==> src/rtl/core/iwc_pkg.sv <==
`default_nettype none
package iwc_pkg;

	typedef enum logic [1:0] {
		OP_WRITE  = 2'd0,
		OP_READ   = 2'd1,
		OP_FLIP   = 2'd2,
		OP_ENERGY = 2'd3
	} op_t;

	typedef enum logic [1:0] {
		CFG_SIDE      = 2'd0,
		CFG_THRESHOLD = 2'd1,
		CFG_SEED      = 2'd2,
		CFG_NONE      = 2'd3
	} cfg_idx_t;

	localparam logic [6:0]  SIDE_RESET      = 7'd64;
	localparam logic [31:0] THRESHOLD_RESET = 32'h8000_0000;
	localparam logic [31:0] SEED_RESET      = 32'd1;

	// Width of the side arithmetic: holds any side up to 256 plus one.
	localparam int SIDE_W = 9;

endpackage
`default_nettype wire

==> src/rtl/core/iwc_rng.sv <==
`default_nettype none
module iwc_rng
	import iwc_pkg::*;
(
	input  wire logic        clk,
	input  wire logic        arst_n,
	input  wire logic        load,
	input  wire logic [31:0] seed,
	input  wire logic        step,
	output logic      [31:0] draw
);

	logic [31:0] state_q;
	logic [31:0] x1;
	logic [31:0] x2;

	always_comb begin
		x1   = state_q ^ (state_q << 13);
		x2   = x1 ^ (x1 >> 17);
		draw = x2 ^ (x2 << 5);
	end

	// A zero seed would lock the generator, so it loads as one.
	always_ff @(posedge clk or negedge arst_n) begin
		if (!arst_n) begin
			state_q <= SEED_RESET;
		end else if (load) begin
			state_q <= (seed == 32'd0) ? 32'd1 : seed;
		end else if (step) begin
			state_q <= draw;
		end
	end

endmodule
`default_nettype wire

==> config.mk <==
export PLATFORM = sky130hd
export DESIGN_NAME = iwc_rng
export DESIGN_NICKNAME = d
export VERILOG_FILES = /design/src/rtl/core/iwc_pkg.sv /design/src/rtl/core/iwc_rng.sv
export SDC_FILE = /design/constraint.sdc
export NUM_CORES = 1
export LEC_CHECK = 0
export BUFFER_PORTS_ARGS = -buffer_cell sky130_fd_sc_hd__clkbuf_2
export CORE_MARGIN = 1
export CORE_UTILIZATION = 26
export CTS_CLUSTER_SIZE = 25
export DETAILED_ROUTE_END_ITERATION = 10
export MAX_ROUTING_LAYER = met4
export PLACE_DENSITY = 0.55
export SLEW_MARGIN = 20
export SYNTH_ARGS = -nofsm -noshare
export SYNTH_HDL_FRONTEND = slang
export SYNTH_SLANG_ARGS = --single-unit
==> constraint.sdc <==
create_clock -name clk -period 3 [get_ports clk]
set_input_delay 0.15 -clock clk [delete_from_list [all_inputs] [get_ports clk]]
set_output_delay 0.15 -clock clk [all_outputs]
set_load 0.03 [all_outputs]
* Word level (Yosys, flattened, before mapping)
Index checks and enable logic that the tools add are counted.
** Storage, ports and cells
- Register bits after elaboration :: 32
- Logic and storage cells :: 9
** Cells by class
- Mux-type cells :: 3
- Bitwise logic cells :: 3
- Reduce and logical (&&, ||, !) cells :: 2
** Operators by type and width (number)
- $mux 32 :: 3
- $xor 32x32->32 :: 2
- $logic_not 32->1 :: 1
- $xor 32x15->32 :: 1
- $reduce_bool 2->1 :: 1

* Logic depth before layout (Yosys ltp)
- Depth after elaboration :: 5
- Depth in mapped cells :: 6
- Depth with buffers taken out :: 4

* Least setup slack after synthesis
OpenSTA, ideal clock, no wires.
- Kind :: register to register
- Start :: register state_q[9]
- End :: register state_q[10]
- Setup time :: 126 ps
- Arrival :: 2050 ps
- Path slack :: 824 ps
- Stages on the path, launching flop included :: 5
- Path buffers :: 0
- Clock period less this slack :: 2176 ps
- Path through :: dfrtp_1 > xnor2_2 > xnor2_1 > xnor2_1 > a221o_1
** On the way
- Cells in the longest elaborated chain, start to end :: 5
** RTL lines
- from (decl) :: line iwc_rng.sv:13 : logic [31:0] state_q;
- from (signal assigned) :: line iwc_rng.sv:28 : state_q <= (seed == 32'd0) ? 32'd1 : seed;
- from (signal assigned) :: line iwc_rng.sv:30 : state_q <= draw;
- $xor 32x32->32 :: line iwc_rng.sv:18 : x1 = state_q ^ (state_q << 13);
- $xor 32x15->32 :: line iwc_rng.sv:19 : x2 = x1 ^ (x1 >> 17);
- $xor 32x32->32 :: line iwc_rng.sv:20 : draw = x2 ^ (x2 << 5);
- via draw[10] :: line iwc_rng.sv:10 : output logic [31:0] draw
- $mux 32 :: line iwc_rng.sv:29 : end else if (step) begin
- $mux 32 :: line iwc_rng.sv:27 : end else if (load) begin
The timed path passes the listed nets, and every way through them passes these cells. The select of a mux whose other input is x is not followed.
A chain may end at the register's enable or synchronous reset.

* Worst setup path in the final report
- Start :: register state_q[17]
- End :: output draw[5]
** On the way
- Cells in the longest elaborated chain, start to end :: 3
** RTL lines (line)
- $xor 32x32->32 :: iwc_rng.sv:18
- $xor 32x15->32 :: iwc_rng.sv:19
- $xor 32x32->32 :: iwc_rng.sv:20
- to (decl) :: iwc_rng.sv:10
Every way passes these cells.

==> flow_metrics.env <==
export IMPL_status="completed"
export IMPL_ys_flop_type="dfrtp_1"
export IMPL_synth_top_area_share_pct=33.64
export IMPL_drt_iter0_markers=112
export IMPL_cp_cell_sequence="xnor2_1 > xnor3_1 > xnor2_1 > clkbuf_2"
export IMPL_insertion_delay_ps=280
export IMPL_grtUsageTotal_pct=16.79
export IMPL_final_max_slew_viol_count=0
export IMPL_crit_fanout=5
export IMPL_diodes=0
export IMPL_tns_ps=0
export IMPL_hold_viol=0
export IMPL_cts_sinks=32
export IMPL_cp_slowest_stage_delay_ps=540
export IMPL_root_buffer="clkbuf_8"
export IMPL_ios=68
export IMPL_die_h_um=96.18
export IMPL_nNetsFinal=322
export IMPL_crit_buf_inv=1
export IMPL_vias=1849
export IMPL_synth_top_cells_by_area="dfrtp_1, xnor2_1, mux2i_1"
export IMPL_worstSetupPathType="register to primary output"
export IMPL_hold_path_class="input pin to register"
export IMPL_htreeDepth=2
export IMPL_syn_to_final_growth_pct=23.33
export IMPL_ys_types=26
export IMPL_drive_gt1_share_pct=30.31
export IMPL_rsz0062_at_grt="false"
export IMPL_start_util_pct=27.51
export IMPL_postRouteAntennaNets=0
export IMPL_fmax_mhz=465.1
export IMPL_vias_per_cell=4.717
export IMPL_cts_buffer_depth=2
export IMPL_drt_total_wl_mm=7.116
export IMPL_postSynthCellCount=220
export IMPL_grt_pass1_wl_mm=10.92
export IMPL_syn_nets=256
export IMPL_reg_top3="state_q: 32 flops"
export IMPL_cp_end_kind="primary output"
export IMPL_yosysTopAreaCell="dfrtp_1"
export IMPL_finClkSkew_ps=4.860
export IMPL_hp_start="seed[17]"
export IMPL_die_area_mm2=0.009250
export IMPL_n_fill_cell=891
export IMPL_period_needed_ps=2150
export IMPL_grt_pass1_vias=1928
export IMPL_drc=0
export IMPL_timing_rr_start="state_q[17]$_DFFE_PN0P_"
export IMPL_rows=33
export IMPL_yosysWarnings=0
export IMPL_hpwl_mm=5.510
export IMPL_top_register="state_q"
export IMPL_synth_most_common_cell="xnor2_1"
export IMPL_setup_viol=0
export IMPL_relSlewSlack_pct=41.99
export IMPL_core_mm2=0.008382
export IMPL_drt_pass1_iter_count=4
export IMPL_syn_area_per_cell_um2=10.48
export IMPL_gp_congestion=0.8257
export IMPL_cp_data_required_time_ps=2850
export IMPL_globalRouteOverflowTotal=0
export IMPL_cts_clk_slew_worst_paths_ps=70
export IMPL_async_reset_ff_share_pct=100.0
export IMPL_cts_resized=0
export IMPL_max_cap_violations=0
export IMPL_crit_path_start_kind="register"
export IMPL_drt_wirelength_per_cell_um=18.15
export IMPL_crit_top_cell="xnor2_1"
export IMPL_startpoint="state_q[17]$_DFFE_PN0P_"
export IMPL_critPathSlowestCell="xnor2_1"
export IMPL_synth_area_mm2=0.002306
export IMPL_cts_tree="done"
export IMPL_io_buffers=67
export IMPL_synth_cells_most_frequent="xnor2_1, dfrtp_1, o21ai_0"
export IMPL_period_share_pct=71.67
export IMPL_antenna_found_initial=0
export IMPL_critPathArrivalTime_ps=2000
export IMPL_grt_max_degree=48
export IMPL_ys_ff_latch=32
export IMPL_critPathTopFamily="XOR/XNOR gates"
export IMPL_max_slew_worst_pin_slew_ps=870.1
export IMPL_numCtsBuffers=5
export IMPL_synth_edf_count=0
export IMPL_largest_reg_flops=32
export IMPL_dieWidth_um=96.18
export IMPL_yosysSeqAreaShare_pct=34.78
==> final cells by class <==
cell class | count | area, um^2 | area share [%]
clock buffer | 8 | 90.09 | 3.168
multi-input combinational | 175 | 1453 | 51.08
tap | 105 | 131.4 | 4.619
timing repair buffer | 70 | 360.3 | 12.67
sequential | 32 | 802.0 | 28.20
inverter | 2 | 7.507 | 0.2640
==> what timing repair did <==
item	4_1_cts	5_1_grt
hold buffers	1	0
buffers inserted	0	0
hold endpoints to repair	1	0
endpoints found under the setup margin	0	0
==> kinds of logic (layout without fill, tap and decap cells) <==
family	count (synthesis)	in the layout	share of synthesized area, %
AND/OR/NAND/NOR	53	53	10.96
AO/OA/AOI/OAI	39	39	10.15
buffers and inverters	13	80	2.225
XOR/XNOR	67	67	34.94
multiplexers	16	16	6.945
flip-flops	32	32	34.78
==> path summary, 6_finish.rpt <==
kind                       slack [ps]                 endpoint  depth (start not counted)
setup / recovery                  850                  draw[5]                          4
hold / removal                     90  state_q[17]$_DFFE_PN0P_                          3
setup reg to reg                 1080   state_q[5]$_DFFE_PN0P_                          4
hold reg to reg                   590  state_q[29]$_DFFE_PN0P_                          2
max in group asynchronous        1940  state_q[19]$_DFFE_PN0P_                          2
min in group asynchronous         520  state_q[21]$_DFFE_PN0P_                          2
==> layer usage <==
metal	vias to the layer above	global-route usage (%)	share of wire (%)
met5	-	-	0
met4	0	2.612	0.24
met3	2	2.923	5.4
met2	55	25.95	46
met1	894	23.35	49
li1	898	-	-
==> cell usage in the layout, fill, tap and decap left out, types with 2 or more instances in the layout <==
cell type	netlist	final
clkbuf_2	0	67
xnor2_1	35	35
dfrtp_1	31	31
o21ai_0	26	26
nand2_1	21	21
mux2i_1	16	16
xor2_1	13	13
nor2_1	11	11
nor4_1	8	8
xnor2_2	7	7
xnor3_1	7	7
clkbuf_8	0	6
and3_1	5	5
a221o_1	5	5
or3_1	5	5
a31oi_1	5	5
xor3_1	3	3
inv_1	2	2
nand4_1	2	2
clkbuf_1	9	2
buf_4	0	2
==> worst min-delay path: cells and delay by family <==
family | cells | cell delay [ps]
simple gates | 1 | 40
compound gates | 1 | 50
buf+inv | 1 | 90
==> metrics by stage <==
stage                     instances  hold slack [ps]  utilization (%)  setup slack [ps]  cell area, um^2
after floorplan                 220           -145.6                -             824.2             2306
after CTS                       392            91.42            33.93             821.8             2844
after detailed placement        383            303.3            32.74              1089             2744
after global placement          383            312.5            32.74              1054             2744
after global routing            392            116.0            33.93             650.7             2844
final                           392            89.07            33.93             849.9             2844
Power is not shown: default switching activity piles up to over one toggle a cycle in this logic, so the estimate is an artifact.
